`src/sdr_pkg.sv`:
```
// ----------------------------------------------------------------------------
// sdr_pkg
// Shared codes and constants of the stream-aware replacement engine.
// ----------------------------------------------------------------------------
package sdr_pkg;

    localparam logic CMD_VICTIM = 1'b0;
    localparam logic CMD_UPDATE = 1'b1;

    localparam logic CFG_STREAM_THR = 1'b0;
    localparam logic CFG_REUSE_THR  = 1'b1;

    localparam logic [1:0] RRPV_NEAR    = 2'd0;
    localparam logic [1:0] RRPV_STATIC  = 2'd2;
    localparam logic [1:0] RRPV_DISTANT = 2'd3;

    localparam logic [1:0] SIGN_ZERO = 2'd0;
    localparam logic [1:0] SIGN_POS  = 2'd1;
    localparam logic [1:0] SIGN_NEG  = 2'd2;

    localparam logic [1:0] CTR_MAX   = 2'd3;
    localparam logic [1:0] CTR_RESET = 2'd1;

    localparam int PC_SHIFT     = 7;
    localparam int BIMODAL_BITS = 5;
    localparam int OUT_WAY_BITS = 4;

    localparam logic [2:0] STREAM_THR_RESET = 3'd3;
    localparam logic [1:0] REUSE_THR_RESET  = 2'd1;

endpackage

```
`src/sdr_front.sv`:
```
// ----------------------------------------------------------------------------
// sdr_front
// Accepts transactions, folds indexes, hashes the PC, tags leader sets and
// queues the result in a two-entry FIFO for the back end.
// ----------------------------------------------------------------------------
module sdr_front #(
    parameter int NUM_SETS           = 2048,
    parameter int NUM_WAYS           = 16,
    parameter int LEADERS_PER_POLICY = 64,
    parameter int SIGNATURE_BITS     = 5
) (
    input  logic                          i_clk,
    input  logic                          i_rst_n,
    input  logic                          i_in_valid,
    output logic                          o_in_stall,
    input  logic                          i_cmd,
    input  logic [10:0]                   i_set_index,
    input  logic [3:0]                    i_way_index,
    input  logic [63:0]                   i_phys_address,
    input  logic [63:0]                   i_prog_counter,
    input  logic                          i_is_hit,
    output logic                          o_q_valid,
    input  logic                          i_q_pop,
    output logic                          o_q_cmd,
    output logic [$clog2(NUM_SETS)-1:0]   o_q_set,
    output logic [$clog2(NUM_WAYS)-1:0]   o_q_way,
    output logic [63:0]                   o_q_addr,
    output logic [SIGNATURE_BITS-1:0]     o_q_sig,
    output logic                          o_q_hit,
    output logic                          o_q_lead_static,
    output logic                          o_q_lead_bimodal
);
    localparam int SW = $clog2(NUM_SETS);
    localparam int WW = $clog2(NUM_WAYS);
    localparam int EW = 1 + SW + WW + 64 + SIGNATURE_BITS + 3;

    logic [SW-1:0]             set_f;
    logic [WW-1:0]             way_f;
    logic [SIGNATURE_BITS-1:0] sig;
    logic                      lead_s;
    logic                      lead_b;
    logic [EW-1:0]             entry;
    logic [EW-1:0]             r_q [2];
    logic                      r_wp;
    logic                      r_rp;
    logic [1:0]                r_cnt;
    logic                      push;

    assign set_f  = SW'(i_set_index % NUM_SETS);
    assign way_f  = WW'(i_way_index % NUM_WAYS);
    assign sig    = SIGNATURE_BITS'(i_prog_counter ^ (i_prog_counter >> sdr_pkg::PC_SHIFT));
    assign lead_s = 32'(set_f) < 32'(LEADERS_PER_POLICY);
    assign lead_b = (LEADERS_PER_POLICY >= NUM_SETS) ||
                    (32'(set_f) >= 32'(NUM_SETS - LEADERS_PER_POLICY));
    assign entry  = {i_cmd, set_f, way_f, i_phys_address, sig, i_is_hit, lead_s, lead_b};

    assign o_in_stall = (r_cnt == 2'd2);
    assign push       = i_in_valid && !o_in_stall;
    assign o_q_valid  = (r_cnt != 2'd0);

    assign {o_q_cmd, o_q_set, o_q_way, o_q_addr, o_q_sig, o_q_hit,
            o_q_lead_static, o_q_lead_bimodal} = r_q[r_rp];

    always_ff @(posedge i_clk) begin
        if (push) begin
            r_q[r_wp] <= entry;
        end
    end

    always_ff @(posedge i_clk) begin
        if (!i_rst_n) begin
            r_wp  <= 1'b0;
            r_rp  <= 1'b0;
            r_cnt <= 2'd0;
        end else begin
            if (push) begin
                r_wp <= ~r_wp;
            end
            if (i_q_pop) begin
                r_rp <= ~r_rp;
            end
            r_cnt <= r_cnt + 2'(push) - 2'(i_q_pop);
        end
    end
endmodule

```
`config.mk`:
```
export PLATFORM = sky130hd
export DESIGN_NAME = sdr_front
export DESIGN_NICKNAME = d
export VERILOG_FILES = /design/src/sdr_pkg.sv /design/src/sdr_front.sv
export SDC_FILE = /design/constraint.sdc
export NUM_CORES = 1
export LEC_CHECK = 0
export BUFFER_PORTS_ARGS = -buffer_cell sky130_fd_sc_hd__buf_2
export CAP_MARGIN = 20
export CORE_UTILIZATION = 40
export CTS_BUF_LIST = sky130_fd_sc_hd__clkbuf_8 sky130_fd_sc_hd__clkbuf_16
export DETAILED_ROUTE_END_ITERATION = 6
export PLACE_DENSITY_LB_ADDON = 0.3
export REMOVE_ABC_BUFFERS = 1
export SYNTH_ARGS = -nofsm -noshare
export SYNTH_HDL_FRONTEND = slang
export SYNTH_SLANG_ARGS = --single-unit
```
`constraint.sdc`:
```
create_clock -name i_clk -period 5.4 [get_ports i_clk]
set_input_delay 0.54 -clock i_clk [delete_from_list [all_inputs] [get_ports i_clk]]
set_output_delay 0.54 -clock i_clk [all_outputs]
set_load 0.02 [all_outputs]
```
Word level (Yosys, flattened, before mapping)

Memories as Yosys holds them, arrays and structs flattened. A register that Yosys moved wholly into a read port is not among the register bits.
Index checks and enable logic that the tools add are counted.

Output and inout bits: 90
RAM bits: 176
Memories kept: 1
Logic and storage cells: 19
Bits in registers: 4
Bits of input ports: 149

Add/subtract/negate cells: 2
Bitwise gates (word level): 3
Reduce and logical (&&, ||, !) cells: 3
Mux-type cells: 4
Order comparisons: 2
Eq/ne operators: 1

Memories:

| name | words | width | rd ports | clocked after Yosys merged registers in | write ports | line            | text |
|---|---|---|---|---|---|---|---|
| r_q  | 2     | 88    | 1        | 1                                       | 1           | sdr_front.sv:43 | `logic [EW-1:0] r_q [2];` |

Operator list:

| kind                                                                  | count |
|---|---|
| 11-bit >= comparator, second input constant                           | 1 |
| 11-bit by 7-bit < comparator with 1-bit output, second input constant | 1 |
| 5-bit XOR                                                             | 1 |
| 1-bit two-way mux                                                     | 4 |
| 2-bit by 1-bit adder with 2-bit output                                | 1 |
| 2-bit == test, second input constant                                  | 1 |
| 1-bit inverter                                                        | 2 |
| 2-bit nonzero test                                                    | 1 |
| 2-bit by 1-bit subtractor with 2-bit output                           | 1 |
| 1-bit logical AND                                                     | 1 |
| 1-bit zero test                                                       | 1 |

Depth between registers and ports, before layout

Gate-level depths: netlist of run 1.

Word-level depth: 5
Gate-level depth with buffers: 8
Gate-level depth less buffers: 8

Least setup slack after synthesis of run 1

Ideal clock, no wire load.

Path kind: input -> register
Start: input i_in_valid
End: memory r_q[0][0] (netlist bit) (enable)
Buffers on the path: 0
Cell stages on the path: 2
Data arrival time: 4300 ps
Setup time: 535 ps
Data required time: 4865 ps
Setup slack: 565 ps
Cells stage by stage: nand2_1 -> nor2_1

Word-level cells in the longest chain between the ends: 3

RTL lines:

| element                                 | line            | text |
|---|---|---|
| from (decl)                             | sdr_front.sv:14 | `input logic i_in_valid,` |
| 1-bit logical AND                       | sdr_front.sv:58 | `assign push = i_in_valid && !o_in_stall;` |
| 1-bit two-way mux                       | sdr_front.sv:65 | `if (push) begin` |
| 1-bit two-way mux (not written as such) | sdr_front.sv:66 | `r_q[r_wp] <= entry;` |
| to (decl)                               | sdr_front.sv:43 |  |

Every way passes these cells.

==> run_results.csv, run 1 <==
group,metric,value,unit
cts,cts.sinks,181,
floorplan,core-area,16500,sq um
cts,clk_path_buf_depth,2,
setup_path,endpoint_kind,"output port",
route,wire_per_inst,15.7,microns
cts,cts_buffers,17,
route,met3_length,853,microns
setup_path,worstSetupPathType,"flip-flop to output port",
global_route,grt_pass1_wl,18400,microns
route,via_count,3387,
route,top_layer_used,"met4",
sta,worst_slack,2400,ps
floorplan,die_height,132,microns
yosys,synth.area.top_cells,"edfxtp_1 79%, mux2_2 11%, mux2_4 4.5%, dfxtp_1 1.5%, xor2_1 0.78%",
cells_and_area,num-fill-cells,1399,
power_and_ir_drop,powerDensity,412,nW/um^2
route,wl_met1,4680,microns
floorplan,start_util,40.7,%
cts,ctsResizeCount,0,
sta,skew,5.17,ps
power_and_ir_drop,power.leakage,3.23,nW
yosys,yosys_warnings,0,
setup_path,regToRegStartpoint,"r_cnt[0]$_SDFF_PN0_",
placement,dpl.hpwl,7390,microns
run_status,status,"finished, final reports clean",
setup_path,cp_top_family,"flip-flops",
setup_path,crit_buf_inv,2,
setup_path,worstSetupStartpointType,"flip-flop",
yosys,synth-seq-cells,181,
floorplan,die_area,17300,sq um
global_route,grt_usage,14.0,%
yosys,yosysMostFrequentCell,"edfxtp_1",
sta,worst_pin_slew,931,ps
yosys,yosys.area.top_type,"edfxtp_1",
setup_path,cpMaxStageDelayCell,"dfxtp_4",
cells_and_area,design_area,8450,sq um
cts,ctsHoldBuffers,0,
global_route,grt_pass1_vias,3656,
global_route,grt-ovfl-total,0,
floorplan,ios,239,
placement,dp_cells,707,
sta,layout_min_cycle_time,3000,ps
sta,hold_viol_final,0,
route,remaining_drc_errors,0,
cells_and_area,n_antenna_cell,0,
route,ant_nets,0,
sta,finalHoldWorstSlack,309,ps
sta,fin_crit_sh,55.5,%
yosys,synth_top_area_share,78.6,%
setup_path,critPathMaxFanout,66,
sta,setup-tns-final,0,ps
sta,rsz0062_at_grt,"false",
cells_and_area,nets,657,
cts,htree_levels,4,
cells_and_area,syn_to_final_growth,25.7,%
cts,post-cts-setup-buffers,0,
setup_path,cp_data_arrival_time,2460,ps
setup_path,cp.required,4860,ps
flow_run,max_cap_violations,0,
yosys,yosysSeqAreaShare,80.1,%
route,drtPass1Iterations,4,
route,viasPerCell,4.58,
yosys,syn_inst,310,
worst_hold_path,min-delay-start,"i_phys_address[9]",
yosys,synthFlopType,"edfxtp_1",
worst_hold_path,min_path_cells,1,
route,dr.first_iter.drc_count,131,
setup_path,cp_cell_sequence,"buf_4 > mux2_2 > buf_2",
global_route,grt_max_degree,67,
power_and_ir_drop,peakVddDrop,0.000207,V
global_route,antenna_found_initial,0,
yosys,synth_edf_count,176,
placement,place_congestion,0.698,
yosys,synth.top_cells.by_count,"176 x edfxtp_1, 68 x mux2_2, 20 x mux2_4",
yosys,syn_area,6720,sq um
cells_and_area,drive_gt1_share,59.0,%
sta,relSlewSlack,37.9,%
setup_path,r2r_slack,2900,ps
route,dr_wl_met2,5940,microns
yosys,async_flop_share,0,%
setup_path,cp.depth,3,
floorplan,fp.dieW,132,microns
placement,dp_slack,2690,ps
placement,place.port_buffers,184,
cts,clkLatencyLatePin,410,ps
floorplan,rows,47,
setup_path,worstRegToRegCells,4,
cts,clk_pin_slew,70,ps
cells_and_area,final_cells,739,
worst_hold_path,hp-class,"primary input to flip-flop",
yosys,synth_area_per_cell,21.7,sq um
setup_path,cpPeakStageDelay,940,ps
sta,max_freq,334,MHz
placement,placed_area,7880,sq um
route,routed_wirelength,11600,microns
yosys,ys_types,20,
cts,root_buffer,"clkbuf_16",
cts,cts_tree,"built",
sta,setup_viol,0,
sta,finalMaxSlewViolations,0,
-- cells by family (layout without fill, tap and decap cells) --
group / count (synthesis) / count (layout) / synth area share, %
simple gates: 18 / 18 / 1.32
buf+inv: 13 / 222 / 1.28
mux: 89 / 89 / 16.0
xor+xnor: 7 / 7 / 0.912
fa+ha+maj: 2 / 2 / 0.372
flops: 181 / 181 / 80.1
-- power by group --
part	switching [mW]	internal, mW
Clock	0.505	0.677
Combinational	0.319	0.216
Sequential	0.0528	1.72
-- through the flow --
step | util, % | power [mW]
floorplan | - | 2.16
global placement | 47.7 | 2.33
detailed placement | 47.7 | 2.35
CTS | 51.1 | 3.53
global route | 51.1 | 3.62
finish | 51.1 | 3.48
-- cells in the final DEF (no fill, tap or decap), types with 2 or more instances in the layout --
| cell | instances |
|---|---|
| inv_1 | 6 |
| ha_1 | 2 |
| and2_1 | 2 |
| buf_4 | 3 |
| dfxtp_1 | 4 |
| xor2_1 | 6 |
| buf_2 | 184 |
| edfxtp_1 | 176 |
| clkbuf_16 | 17 |
| nand2_1 | 3 |
| clkinv_1 | 2 |
| mux2_4 | 20 |
| inv_6 | 2 |
| nand2b_1 | 2 |
| clkinv_4 | 3 |
| nor2_1 | 5 |
| bufinv_16 | 2 |
| clkinv_2 | 2 |
| mux2_2 | 68 |
-- cell type report --
cell class	instances	area, sq um	area share, %
multi-input cells	116	1260	15.0
flip-flops and latches	181	5390	63.8
inverters	3	11.3	0.133
clock inverters	15	140	1.66
repair buffers	187	943	11.2
well taps	220	275	3.26
clock buffers	17	425	5.04
-- routing by layer --
| layer | vias up | track usage (%) |
|---|---|---|
| met5 | - | 0 |
| met4 | 0 | 4.65 |
| met3 | 10 | 6.25 |
| met2 | 114 | 24.3 |
| met1 | 1660 | 15.2 |
| li1 | 1603 | - |
-- flip-flops by register name (all words and copies together), names as in the netlist, named ones only --
name / flops
r_q: 176
r_cnt: 2
r_rp: 1
r_wp: 1
-- path summary, 6_finish.rpt --
| path | to |
|---|---|
| max | o_q_lead_static |
| min reg2reg | flip-flop |
| min | r_q[0][17]$_DFFE_PP_ |
| max reg2reg | r_q[0][13]$_DFFE_PP_ |
(Power assumes the default switching activity.)
==> run 2, diff against run 1 <==
clock period = 3.1 ns   (was 5.4 ns; I/O delays follow)
==> run 2 against run 1 <==
  * Critical path depth unchanged
  * Flip-flop and latch count unchanged
  * First-iteration DRC count fell by 28%
  * Global-route usage increased by 0.066 points
  * Power up 79%
  * Non-clock buffer count up 3
  * Design area rose by 1.1%
  * Clock power rose by 88%
  * Sequential power up 72%
  * Final cell count up 0.41%
  * Worst hold slack got worse by 230 ps
  * Largest power group unchanged
  * Highest routed layer unchanged
==> run_results.csv, run 2 (same netlist as run 1, synthesis figures left out) <==
group,metric,value,unit
placement,dp_slack,1220,ps
global_route,grt_usage,14.1,%
sta,setup_viol,0,
sta,rsz0062_at_grt,"false",
sta,worst_slack,799,ps
floorplan,start_util,40.7,%
cts,post-cts-setup-buffers,0,
cts,cts_tree,"built",
floorplan,fp.dieW,132,microns
cts,ctsHoldBuffers,0,
route,routed_wirelength,11700,microns
cts,ctsResizeCount,0,
placement,place_congestion,0.691,
cells_and_area,layout_commonest_cell,"buf_2",
power_and_ir_drop,power,6.25,mW
global_route,use_met2,24.4,%
power_and_ir_drop,peakVddDrop,0.000369,V
setup_path,worstSetupPathType,"flip-flop to output port",
worst_hold_path,hp-class,"primary input to flip-flop",
cells_and_area,nets,660,
sta,hold_viol_final,0,
cells_and_area,design_area,8540,sq um
floorplan,ios,239,
global_route,grt-ovfl-total,0,
route,viasPerCell,4.56,
flow_run,max_cap_violations,0,
global_route,grt_pass1_vias,3609,
global_route,antenna_found_initial,0,
cells_and_area,regMostFlops,"r_q",
floorplan,die_height,132,microns
sta,worst_pin_slew,646,ps
route,drtPass1Iterations,4,
cts,clk_path_buf_depth,2,
route,dr.first_iter.drc_count,94,
power_and_ir_drop,power.leakage,3.27,nW
global_route,grt-busiest-layer,"met2",
cts,clkLatencyLatePin,420,ps
setup_path,r2r_slack,1260,ps
power_and_ir_drop,combPwrFrac,15.6,%
setup_path,cp_data_arrival_time,1990,ps
sta,max_freq,435,MHz
cells_and_area,syn_to_final_growth,27.0,%
cts,cts.sinks,181,
power_and_ir_drop,clock_power_share,35.5,%
floorplan,rows,47,
cts,clk_pin_slew,60,ps
setup_path,endpoint_kind,"output port",
cts,root_buffer,"clkbuf_16",
global_route,grt_max_degree,70,
placement,placed_area,7930,sq um
sta,skew,6.90,ps
cts,cts_buffers,17,
cells_and_area,mostFrequentLayoutCells,"184 x buf_2, 176 x edfxtp_1, 68 x mux2_2, 20 x mux2_4, 17 x clkbuf_16",
sta,layout_min_cycle_time,2300,ps
placement,place.port_buffers,184,
run_status,status,"finished, final reports clean",
placement,dpl.hpwl,7450,microns
global_route,grtUsageMet1,15.5,%
power_and_ir_drop,p_sw,1.53,mW
route,remaining_drc_errors,0,
cells_and_area,reg_top3,"r_q: 176 flops, r_cnt: 2 flops",
cells_and_area,final_core_util,51.7,%
route,wire_per_inst,15.7,microns
sta,finalMaxSlewViolations,0,
sta,setup-tns-final,0,ps
sta,relSlewSlack,57.0,%
power_and_ir_drop,powerDensity,732,nW/um^2
setup_path,critPathMaxFanout,69,
floorplan,die_area,17300,sq um
power_and_ir_drop,pwr-share-seq,48.8,%
global_route,use_met3,5.17,%
cells_and_area,drive_gt1_share,59.4,%
route,ant_nets,0,
cells_and_area,n_antenna_cell,0,
route,via_count,3386,
power_and_ir_drop,p_int,4.72,mW
sta,fin_crit_sh,74.2,%
cells_and_area,largest_reg_flops,176,
cts,htree_levels,4,
floorplan,core-area,16500,sq um
global_route,grt_pass1_wl,18400,microns
setup_path,worstSetupStartpointType,"flip-flop",
power_and_ir_drop,swShare,24.5,%
setup_path,cp.required,2790,ps
==> run 2: cell count changes in the layout (fill, tap and decap cells not counted), sizes merged <==
cell and delta:
clkinvlp -1, inv -1, bufinv +2, buf +3
==> run 2: final timing paths <==
path	from	end	cells past startpoint
max reg2reg	r_cnt[0]$_SDFF_PN0_	r_q[1][4]$_DFFE_PP_	3
min reg2reg	r_wp$_SDFFE_PN0P_	r_wp$_SDFFE_PN0P_	2
min	i_phys_address[12]	r_q[1][20]$_DFFE_PP_	1
max	flip-flop	o_q_addr[20]	3
==> run 2: layout make-up <==
class | count | area, sq um
multi-input cells | 116 | 1260
well taps | 220 | 275
repair buffers | 190 | 991
flip-flops and latches | 181 | 5390
clock buffers | 17 | 425
fillers | 1381 | 7980
inverters | 3 | 11.3
clock inverters | 15 | 185
==> run 2: metal layers <==
metal	up-vias	part of all wire [%]
li1	1618	-
met1	1640	41
met2	115	51
met3	13	6.7
met4	0	1.5
met5	-	0
==> run 2: power groups by stage <==
| stage | Clock (mW) | Sequential (mW) | Combinational (mW) |
|---|---|---|---|
| 2_1_floorplan | 0 | 3.14 | 0.618 |
| 3_3_place_gp | 0 | 3.09 | 0.981 |
| 3_5_place_dp | 0 | 3.11 | 0.993 |
| 4_1_cts | 2.28 | 3.06 | 0.998 |
| 5_1_grt | 2.36 | 3.08 | 1.05 |
| 6_report | 2.22 | 3.05 | 0.976 |
==> run 2: critical path: stages (launching register included) <==
cell,delay [ps]
dfxtp_4,540
buf_12,350
mux2_2,400
buf_2,160
==> run 2: stage by stage <==
| stage | cells | hold WS, ps |
|---|---|---|
| final | 742 | 77.0 |
| after global routing | 742 | 55.3 |
| after CTS | 742 | 50.8 |
| after detailed placement | 710 | 501 |
| after global placement | 710 | 497 |
| after floorplan | 300 | 409 |
==> run 3, diff against run 2 <==
clock period = 2.2 ns   (was 3.1 ns; I/O delays follow)
==> run 3 against run 2 <==
  * Final cell count up 10%
  * Design area grew 8.2%
  * Critical path type unchanged
  * Die area did not move
  * Flip-flop and latch count unchanged
  * Critical path depth unchanged
  * Power rose by 35%
  * Worst hold slack lost 50 ps
  * Routed wire length is 5.8% higher
==> run_results.csv, run 3 (same netlist as run 1, synthesis figures left out) <==
group,metric,value,unit
power_and_ir_drop,power.leakage,3.55,nW
run_status,status,"finished, final reports clean",
route,wire_per_inst,15.1,microns
cts,clkLatencyLatePin,420,ps
cells_and_area,n_antenna_cell,0,
sta,rsz0062_at_grt,"false",
cts,root_buffer,"clkbuf_16",
cts,ctsHoldBuffers,77,
floorplan,rows,47,
route,ant_nets,0,
global_route,grt_pass1_wl,19800,microns
cells_and_area,mostFrequentLayoutCells,"184 x buf_2, 176 x edfxtp_1, 77 x dlygate4sd3_1, 68 x mux2_2, 20 x mux2_4",
power_and_ir_drop,p_sw,2.14,mW
route,drtPass1Iterations,4,
setup_path,worstSetupStartpointType,"flip-flop",
setup_path,worstSetupPathType,"flip-flop to output port",
route,routed_wirelength,12300,microns
floorplan,ios,239,
placement,place_congestion,0.698,
cts,post-cts-setup-buffers,0,
placement,dpl.hpwl,7540,microns
power_and_ir_drop,clock_power_share,30.9,%
setup_path,endpoint_kind,"output port",
cts,cts_buffers,17,
worst_hold_path,hp-class,"primary input to flip-flop",
floorplan,start_util,40.7,%
sta,fin_crit_sh,93.1,%
power_and_ir_drop,power,8.41,mW
power_and_ir_drop,peakVddDrop,0.000504,V
cells_and_area,nets,737,
floorplan,core-area,16500,sq um
cts,ctsResizeCount,0,
route,remaining_drc_errors,0,
placement,place.port_buffers,184,
route,viasPerCell,4.53,
sta,finalMaxSlewViolations,0,
setup_path,cp_data_arrival_time,1830,ps
power_and_ir_drop,combPwrFrac,17.9,%
cells_and_area,largest_reg_flops,176,
flow_run,max_cap_violations,0,
setup_path,cp_cell_sequence,"buf_12 > mux2_2 > buf_2",
cts,htree_levels,4,
sta,setup_viol,0,
placement,dp_slack,530,ps
setup_path,critPathMaxFanout,41,
route,via_count,3702,
sta,skew,5.49,ps
global_route,grt_max_degree,60,
sta,layout_min_cycle_time,2050,ps
cells_and_area,final_cells,818,
sta,relSlewSlack,73.2,%
global_route,grt_usage,15.0,%
route,dr.first_iter.drc_count,115,
cells_and_area,layout_commonest_cell,"buf_2",
setup_path,cp_top_family,"flip-flops",
power_and_ir_drop,swShare,25.4,%
sta,setup-tns-final,0,ps
power_and_ir_drop,powerDensity,910,nW/um^2
floorplan,die_area,17300,sq um
sta,worst_slack,152,ps
cells_and_area,regMostFlops,"r_q",
sta,finalHoldWorstSlack,26.7,ps
setup_path,cpMaxStageDelayCell,"dfxtp_4",
cells_and_area,syn_to_final_growth,37.4,%
global_route,antenna_found_initial,0,
cts,cts_tree,"built",
sta,max_freq,488,MHz
setup_path,cp.required,1980,ps
setup_path,cpPeakStageDelay,560,ps
sta,hold_viol_final,0,
global_route,grt_pass1_vias,4010,
cts,cts.sinks,181,
global_route,grt-ovfl-total,0,
power_and_ir_drop,p_int,6.27,mW
cts,clk_path_buf_depth,2,
cts,clk_pin_slew,60,ps
power_and_ir_drop,pwr-share-seq,51.2,%
floorplan,die_height,132,microns
cells_and_area,reg_top3,"r_q: 176 flops, r_cnt: 2 flops",
setup_path,crit_buf_inv,2,
floorplan,fp.dieW,132,microns
placement,dp_cells,710,
sta,worst_pin_slew,402,ps
cells_and_area,drive_gt1_share,51.0,%
[run 3: metrics by stage]
stage,instance area (sq um),util [%]
floorplan,6650,-
global placement,7970,48.2
detailed placement,7970,48.2
CTS,9240,55.9
global route,9240,55.9
finish,9240,55.9
[run 3: worst register-to-register path, cell delays in order (launching register included)]
cell and delay, ps:
dfxtp_1 340, nand2b_1 160, nand2_1 150, ha_1 320
inv_1 40, ha_1 180, xor2_1 150, and2_1 150
nor3_1 110
[run 3: final timing paths]
kind | from | endpoint | slack (ps) | cells after the start
max | flip-flop | o_q_addr[3] | 150 | 3
min | i_set_index[8] | r_q[1][84]$_DFFE_PP_ | 30 | 1
max reg2reg | r_cnt[0]$_SDFF_PN0_ | r_cnt[1]$_SDFF_PN0_ | 540 | 8
min reg2reg | r_rp$_SDFFE_PN0P_ | flip-flop | 520 | 2
[run 3: power by group through the flow]
stage	clock [mW]	combinational [mW]	sequential, mW
after floorplan	0	0.871	4.43
after global placement	0	1.40	4.36
after detailed placement	0	1.42	4.38
after CTS	2.68	1.53	4.31
after global routing	2.78	1.62	4.34
final	2.60	1.51	4.31
[run 3: final cells by class]
type	count	area [sq um]
Multi-Input combinational cell	116	1260
Clock buffer	17	425
Inverter	3	11.3
Timing Repair Buffer	267	1800
Sequential cell	181	5390
Tap cell	220	275
Fill cell	1338	7290
Clock inverter	14	73.8
[run 3: per-layer routing]
layer  global-route usage (%)  vias to the layer above  wire (microns)
met3                     4.40                       16             690
met5                        0                        -               0
met4                     7.49                        0             233
li1                         -                     1773               -
met1                     17.0                     1795            5070
met2                     25.9                      118            6350
